File: src/tcip_pkg.sv
// Package for the terminal color index to pixel converter.
// It holds the pixel format codes, the command codes, the index ranges, the palette and the request word type.
// No dependencies.
`default_nettype none

package tcip_pkg;

   // Pixel format codes held in the format register.
   typedef enum logic [1:0] {
      FMT_8BPP  = 2'd0,
      FMT_555   = 2'd1,
      FMT_565   = 2'd2,
      FMT_24BPP = 2'd3
   } pixel_format_type;

   // Meaning of the command bit of a request word.
   localparam logic CMD_INDEX = 1'b0;
   localparam logic CMD_RGB   = 1'b1;

   // Index ranges and scale factors of the 256-color map.
   localparam logic [7:0] CUBE_BASE   = 8'd16;
   localparam logic [7:0] GREY_BASE   = 8'd232;
   localparam logic [7:0] CUBE_STEP   = 8'd51;
   localparam logic [7:0] GREY_STEP   = 8'd10;
   localparam logic [7:0] GREY_OFFSET = 8'd8;

   // Fixed palette of the first sixteen indices.
   localparam logic [23:0] BASE_COLORS [16] = '{
      24'h282828, 24'hea6962, 24'ha9b665, 24'hd8a657,
      24'h7daea3, 24'hd3869b, 24'h89b482, 24'hd6d6d6,
      24'h3c3836, 24'hea6962, 24'ha9b665, 24'hd8a657,
      24'h7daea3, 24'hd3869b, 24'h89b482, 24'hd4be98
   };

   // One request word as held in the input register.
   typedef struct packed {
      logic        command;
      logic [23:0] color_value;
   } req_word_type;

endpackage

`default_nettype wire

File: src/tcip_index_rgb.sv
// Maps a 256-color terminal index to a 24-bit RGB color.
// Depends on tcip_pkg for the palette and the index ranges.
`default_nettype none

module tcip_index_rgb (
   input  wire logic [7:0]  color_index,
   output logic      [23:0] rgb
);
   import tcip_pkg::*;

   logic [7:0] cube_v;
   logic [2:0] r_level;
   logic [5:0] rem36;
   logic [2:0] g_level;
   logic [2:0] b_level;
   logic [7:0] r_chan;
   logic [7:0] g_chan;
   logic [7:0] b_chan;
   logic [4:0] grey_step;
   logic [7:0] grey_chan;

   // Offset into the 6x6x6 cube.
   assign cube_v = color_index - CUBE_BASE;

   // Red level is the cube offset over 36, found by threshold compares.
   always_comb begin
      r_level = 3'd0;
      for (int k = 1; k < 6; k++) begin
         if (cube_v >= 8'(36 * k)) begin
            r_level = 3'(k);
         end
      end
   end

   assign rem36 = 6'(cube_v - 8'({5'b0, r_level} * 8'd36));

   // Green level is the remainder over 6; blue is what is left.
   always_comb begin
      g_level = 3'd0;
      for (int k = 1; k < 6; k++) begin
         if (rem36 >= 6'(6 * k)) begin
            g_level = 3'(k);
         end
      end
   end

   assign b_level = 3'(rem36 - 6'({3'b0, g_level} * 6'd6));

   // Scale each level to the full channel range.
   assign r_chan = 8'({5'b0, r_level} * CUBE_STEP);
   assign g_chan = 8'({5'b0, g_level} * CUBE_STEP);
   assign b_chan = 8'({5'b0, b_level} * CUBE_STEP);

   // Grey ramp for the top indices.
   assign grey_step = 5'(color_index - GREY_BASE);
   assign grey_chan = 8'({3'b0, grey_step} * GREY_STEP + GREY_OFFSET);

   // Pick the range the index falls in.
   always_comb begin
      priority if (color_index >= GREY_BASE) begin
         rgb = {grey_chan, grey_chan, grey_chan};
      end else if (color_index < CUBE_BASE) begin
         rgb = BASE_COLORS[color_index[3:0]];
      end else begin
         rgb = {r_chan, g_chan, b_chan};
      end
   end

endmodule

`default_nettype wire

File: src/tcip_pack.sv
// Packs a 24-bit RGB color into the configured pixel format.
// Depends on tcip_pkg for the pixel format codes.
`default_nettype none

module tcip_pack (
   input  wire logic [23:0]               rgb,
   input  wire tcip_pkg::pixel_format_type pixel_format,
   output logic      [23:0]               pixel_color,
   output logic                           color_valid
);
   import tcip_pkg::*;

   // Each channel keeps its top bits; 8 bpp gives no color.
   always_comb begin
      unique case (pixel_format)
         FMT_8BPP: begin
            pixel_color = 24'd0;
            color_valid = 1'b0;
         end
         FMT_555: begin
            pixel_color = {9'd0, rgb[23:19], rgb[15:11], rgb[7:3]};
            color_valid = 1'b1;
         end
         FMT_565: begin
            pixel_color = {8'd0, rgb[23:19], rgb[15:10], rgb[7:3]};
            color_valid = 1'b1;
         end
         default: begin
            pixel_color = rgb;
            color_valid = 1'b1;
         end
      endcase
   end

endmodule

`default_nettype wire

File: src/terminal_color_index_to_pixel_core.sv
// Converts terminal color words to pixels: a 256-color index or a direct RGB
// value goes in, a color packed as 5-5-5, 5-6-5 or 24-bit RGB comes out, with
// color_valid low at 8 bpp. A word can be taken every cycle while the result
// port is not stalled. It is first held in the input register, and its result
// is offered on the result port from the result register, with the lookup and
// packing between them. The format register may be written only while no word
// is in flight.
// Depends on tcip_pkg, tcip_index_rgb and tcip_pack.
`default_nettype none

module terminal_color_index_to_pixel_core (
   input  wire logic        clock,
   input  wire logic        reset,
   input  wire logic        csr_wr_en,
   input  wire logic [1:0]  csr_wr_data,
   input  wire logic        req_valid,
   output logic             req_ready,
   input  wire logic        req_command,
   input  wire logic [23:0] req_color_value,
   output logic             rsp_valid,
   input  wire logic        rsp_ready,
   output logic      [23:0] rsp_pixel_color,
   output logic             rsp_color_valid
);
   import tcip_pkg::*;

   pixel_format_type fmt_ff;
   logic             s1_valid_ff;
   logic             s1_valid_in;
   req_word_type     s1_word_ff;
   logic             rsp_valid_ff;
   logic             rsp_valid_in;
   logic [23:0]      rsp_pixel_color_ff;
   logic             rsp_color_valid_ff;
   logic             rsp_load;
   logic             req_take;
   logic [23:0]      index_rgb;
   logic [23:0]      rgb;
   logic [23:0]      pixel_color;
   logic             color_valid;

   // Format register.
   always_ff @(posedge clock) begin
      if (reset) begin
         fmt_ff <= FMT_24BPP;
      end else if (csr_wr_en) begin
         fmt_ff <= pixel_format_type'(csr_wr_data);
      end
   end

   // Handshake: the result register loads when empty or being drained.
   assign rsp_load  = s1_valid_ff && (!rsp_valid_ff || rsp_ready);
   assign req_ready = !s1_valid_ff || rsp_load;
   assign req_take  = req_valid && req_ready;

   assign s1_valid_in  = req_take || (s1_valid_ff && !rsp_load);
   assign rsp_valid_in = rsp_load || (rsp_valid_ff && !rsp_ready);

   // Input register.
   always_ff @(posedge clock) begin
      if (reset) begin
         s1_valid_ff <= 1'b0;
      end else begin
         s1_valid_ff <= s1_valid_in;
      end
   end

   always_ff @(posedge clock) begin
      if (req_take) begin
         s1_word_ff.command     <= req_command;
         s1_word_ff.color_value <= req_color_value;
      end
   end

   // Color lookup and packing.
   tcip_index_rgb u_index_rgb (
      .color_index (s1_word_ff.color_value[7:0]),
      .rgb         (index_rgb)
   );

   assign rgb = (s1_word_ff.command == CMD_RGB) ? s1_word_ff.color_value : index_rgb;

   tcip_pack u_pack (
      .rgb          (rgb),
      .pixel_format (fmt_ff),
      .pixel_color  (pixel_color),
      .color_valid  (color_valid)
   );

   // Result register.
   always_ff @(posedge clock) begin
      if (reset) begin
         rsp_valid_ff <= 1'b0;
      end else begin
         rsp_valid_ff <= rsp_valid_in;
      end
   end

   always_ff @(posedge clock) begin
      if (rsp_load) begin
         rsp_pixel_color_ff <= pixel_color;
         rsp_color_valid_ff <= color_valid;
      end
   end

   assign rsp_valid       = rsp_valid_ff;
   assign rsp_pixel_color = rsp_pixel_color_ff;
   assign rsp_color_valid = rsp_color_valid_ff;

endmodule

`default_nettype wire
File: config.mk
export PLATFORM = sky130hd
export DESIGN_NAME = terminal_color_index_to_pixel_core
export DESIGN_NICKNAME = d
export VERILOG_FILES = /design/src/tcip_pkg.sv /design/src/tcip_index_rgb.sv /design/src/tcip_pack.sv /design/src/terminal_color_index_to_pixel_core.sv
export SDC_FILE = /design/constraint.sdc
export NUM_CORES = 1
export LEC_CHECK = 0
export BUFFER_PORTS_ARGS = -buffer_cell sky130_fd_sc_hd__buf_2
export CORE_ASPECT_RATIO = 0.8
export CORE_MARGIN = 3
export CORE_UTILIZATION = 59
export DETAILED_ROUTE_END_ITERATION = 10
export PLACE_DENSITY = 0.82
export SLEW_MARGIN = 20
export SYNTH_ARGS = -nofsm -noshare
export SYNTH_HDL_FRONTEND = slang
export SYNTH_SLANG_ARGS = --single-unit
File: constraint.sdc
create_clock -name clock -period 7.96 [get_ports clock]
set_input_delay 1.99 -clock clock [delete_from_list [all_inputs] [get_ports clock]]
set_output_delay 1.99 -clock clock [all_outputs]
set_load 0.02 [all_outputs]
==> flow_metrics.py <==
metrics = {
    "outcome": {
        "status": "completed",
    },
    "clocking": {
        "cts_inserted_buffers": 5,
        "path_clk_slew_ns": 0.10,
        "post_cts_buffers": 0,
        "clkSinkCount": 54,
        "clk_path_buf_depth": 2,
        "cts_tree": "done",
        "h-tree-depth": 2,
        "cts-root-buf": "clkbuf_8",
        "cts_resized": 0,
        "hold_buffers": 0,
        "worstSkewPairLatency_ns": 0.31,
    },
    "detailed_routing": {
        "wl_um": 11130,
        "viasPerCell": 6.543,
        "drt_iter0_drc": 286,
        "vias": 3808,
        "wl_per_cell_um": 19.12,
        "drc": 0,
        "ant_nets": 0,
        "dr.pass1.iters": 5,
    },
    "grt": {
        "grt_pass1_wl_um": 17450,
        "grt.overflow.total": 0,
        "grt_max_degree": 38,
        "antenna_found_initial": 0,
        "met1_usage": 0.3795,
        "grt_pass1_vias": 3490,
        "track_usage": 0.2718,
        "top_usage_layer": "met2",
        "met3_usage": 0.05857,
        "use_met2": 0.4152,
    },
    "critical_path": {
        "required_ns": 8.02,
        "start_kind": "flip-flop",
        "path_max_fanout": 14,
        "worstReg2RegEnd": "rsp_pixel_color[4]",
        "r2r-start": "s1_word_ff[0]",
        "cp.arrival_ns": 6.80,
        "ff2ff_path_depth": 25,
        "worstSetupEndpointType": "flip-flop",
        "criticalPathCategory": "reg2reg",
        "r2r_setup_slack_ns": 1.23,
    },
    "timing": {
        "tightest_slew_ns": 0.8551,
        "maxSlewViolCount": 0,
        "slew_headroom": 0.4282,
        "setup_viol": 0,
        "finClkSkew_ns": 0.005386,
        "timing.final.crit_period_ns": 6.732,
        "fin_tns_setup_ns": 0,
        "rsz0062_at_grt": "false",
        "period_share": 0.8457,
        "hold_violations": 0,
        "fmax_mhz": 148.5,
    },
    "power": {
        "power_density_nw_per_um2": 232.5,
        "peakVddDrop_mv": 0.1845,
        "leakage_nw": 1.966,
    },
    "worst_hold_path": {
        "whs_path_depth": 2,
        "hold_class": "reg2reg",
        "hold_start": "s1_valid_ff",
        "whs_endpoint": "rsp_valid",
    },
    "final_layout": {
        "syn2layout_area_growth_pct": 11.06,
        "nets": 568,
        "drive_above_1_share": 0.1758,
        "fin_area_um2": 4723,
        "antenna_cells": 0,
    },
    "die": {
        "dieHeight_um": 81.94,
        "start_util": 0.6141,
        "rows": 27,
        "dieWidth_um": 100.9,
        "io_pins": 59,
        "die_area_um2": 8269,
        "core_um2": 6925,
    },
    "place": {
        "dp_hpwl_um": 8218,
        "postPlaceCellArea_um2": 4601,
        "gp_congestion": 0.9995,
        "portBuffers": 58,
    },
    "synth": {
        "synth-edff-count": 50,
        "seq_area_frac_synth": 0.3719,
        "synth_top_cell_by_area": "edfxtp_1",
        "async_flop_share": 0,
        "yosysTopAreaCellShare": 0.3530,
        "synth_area_um2": 4253,
        "synth-seq-cells": 54,
        "synth.distinct_cells": 77,
        "synth_commonest_cells": "50 x edfxtp_1, 43 x nand2_1, 40 x ha_1",
        "synth_fp_nets": 524,
        "ys.flop_type": "edfxtp_1",
        "postSynthCellCount": 450,
        "synthTopCellsByArea": "edfxtp_1 35%, ha_1 12%, a21oi_1 4.5%",
        "synth_most_common_cell": "edfxtp_1",
        "avgSynthCellArea_um2": 9.451,
        "yosys_warnings": 0,
    },
    "flow_run": {
        "drv_cap": 0,
    },
}
-- layout by cell type, fill, tap and decap left out, types with 5 or more instances in the layout --
master    instances
edfxtp_1         50
buf_2            58
inv_1            25
nor3_1            6
nor2b_1           7
xnor2_1           8
a211oi_1          7
a21oi_1          38
nand2_1          43
o21ai_0          19
nor2_1           36
ha_1             40
xor2_1            6
nand3_1           6
o211ai_1         16
buf_4             6
o21ai_1           5
clkbuf_8          5
a311oi_1          6
-- worst max path at each step --
stage	startpoint	end	slack, ns
3_5_place_dp	s1_word_ff[0]	rsp_pixel_color[6]	1.41
3_3_place_gp	s1_word_ff[0]	rsp_pixel_color[6]	1.62
5_1_grt	s1_word_ff[0]	rsp_pixel_color[4]	0.65
6_report	s1_word_ff[0]	rsp_pixel_color[4]	1.23
2_1_floorplan	s1_word_ff[0]	rsp_pixel_color[6]	1.97
4_1_cts	s1_word_ff[0]	rsp_pixel_color[6]	1.35
-- final cells by class --
class | instances | area (um^2)
Multi-Input combinational cell | 344 | 2487
Fill cell | 526 | 2202
Sequential cell | 54 | 1582
Timing Repair Buffer | 64 | 335.3
Tap cell | 87 | 108.9
Inverter | 25 | 93.84
Clock buffer | 5 | 68.82
Clock inverter | 3 | 47.55
-- kinds of logic after synthesis --
group / synth area share
AO/OA/AOI/OAI: 0.2495
XOR/XNOR: 0.03825
adder cells (fa/ha/maj): 0.1295
buffers and inverters: 0.04795
flip-flops: 0.3719
multiplexers: 0.01206
AND/OR/NAND/NOR: 0.1509
-- flip-flops by register name, summed over array words and instances, names as in the netlist --
signal,flops
fmt_ff,2
rsp_color_valid,1
rsp_pixel_color,24
s1_valid_ff,1
s1_word_ff,25
rsp_valid,1
-- critical path, stage by stage, from the launching register on --
cell,delay (ns)
edfxtp_1,0.62
inv_1,0.26
ha_1,0.29
inv_1,0.11
o31ai_2,0.37
a32oi_4,0.27
ha_1,0.27
fa_1,0.38
xnor2_1,0.21
maj3_1,0.41
a221oi_1,0.41
nand2_1,0.28
ha_1,0.48
xnor2_1,0.28
ha_1,0.28
inv_1,0.06
ha_1,0.19
ha_1,0.17
nor2_1,0.06
nand2_1,0.06
nand2_1,0.06
a2111oi_0,0.46
o31ai_1,0.15
nand2_1,0.10
o21ai_0,0.10
o2bb2ai_1,0.16
-- layer usage --
layer,vias to the layer above,share of wire
li1,1770,-
met1,1792,0.42
met2,216,0.44
met3,30,0.10
met4,0,0.032
met5,-,0
-- power by group --
part	switching, mW	internal [mW]
clock network	0.0975	0.0955
logic	0.323	0.225
registers	0.0141	0.343
total	0.435	0.663
-- through the flow --
step	util	hold slack [ns]	total power, mW	cells	setup WS [ns]
after floorplan	-	0.4778	0.7693	450	1.973
after global placement	0.6643	0.4858	0.8793	574	1.615
after detailed placement	0.6643	0.5110	0.8922	574	1.406
after CTS	0.6811	0.5258	1.088	582	1.349
after global routing	0.6820	0.5780	1.172	582	0.6545
final	0.6820	0.5355	1.098	582	1.228
Note: power is estimated with default switching activity, not from simulation.
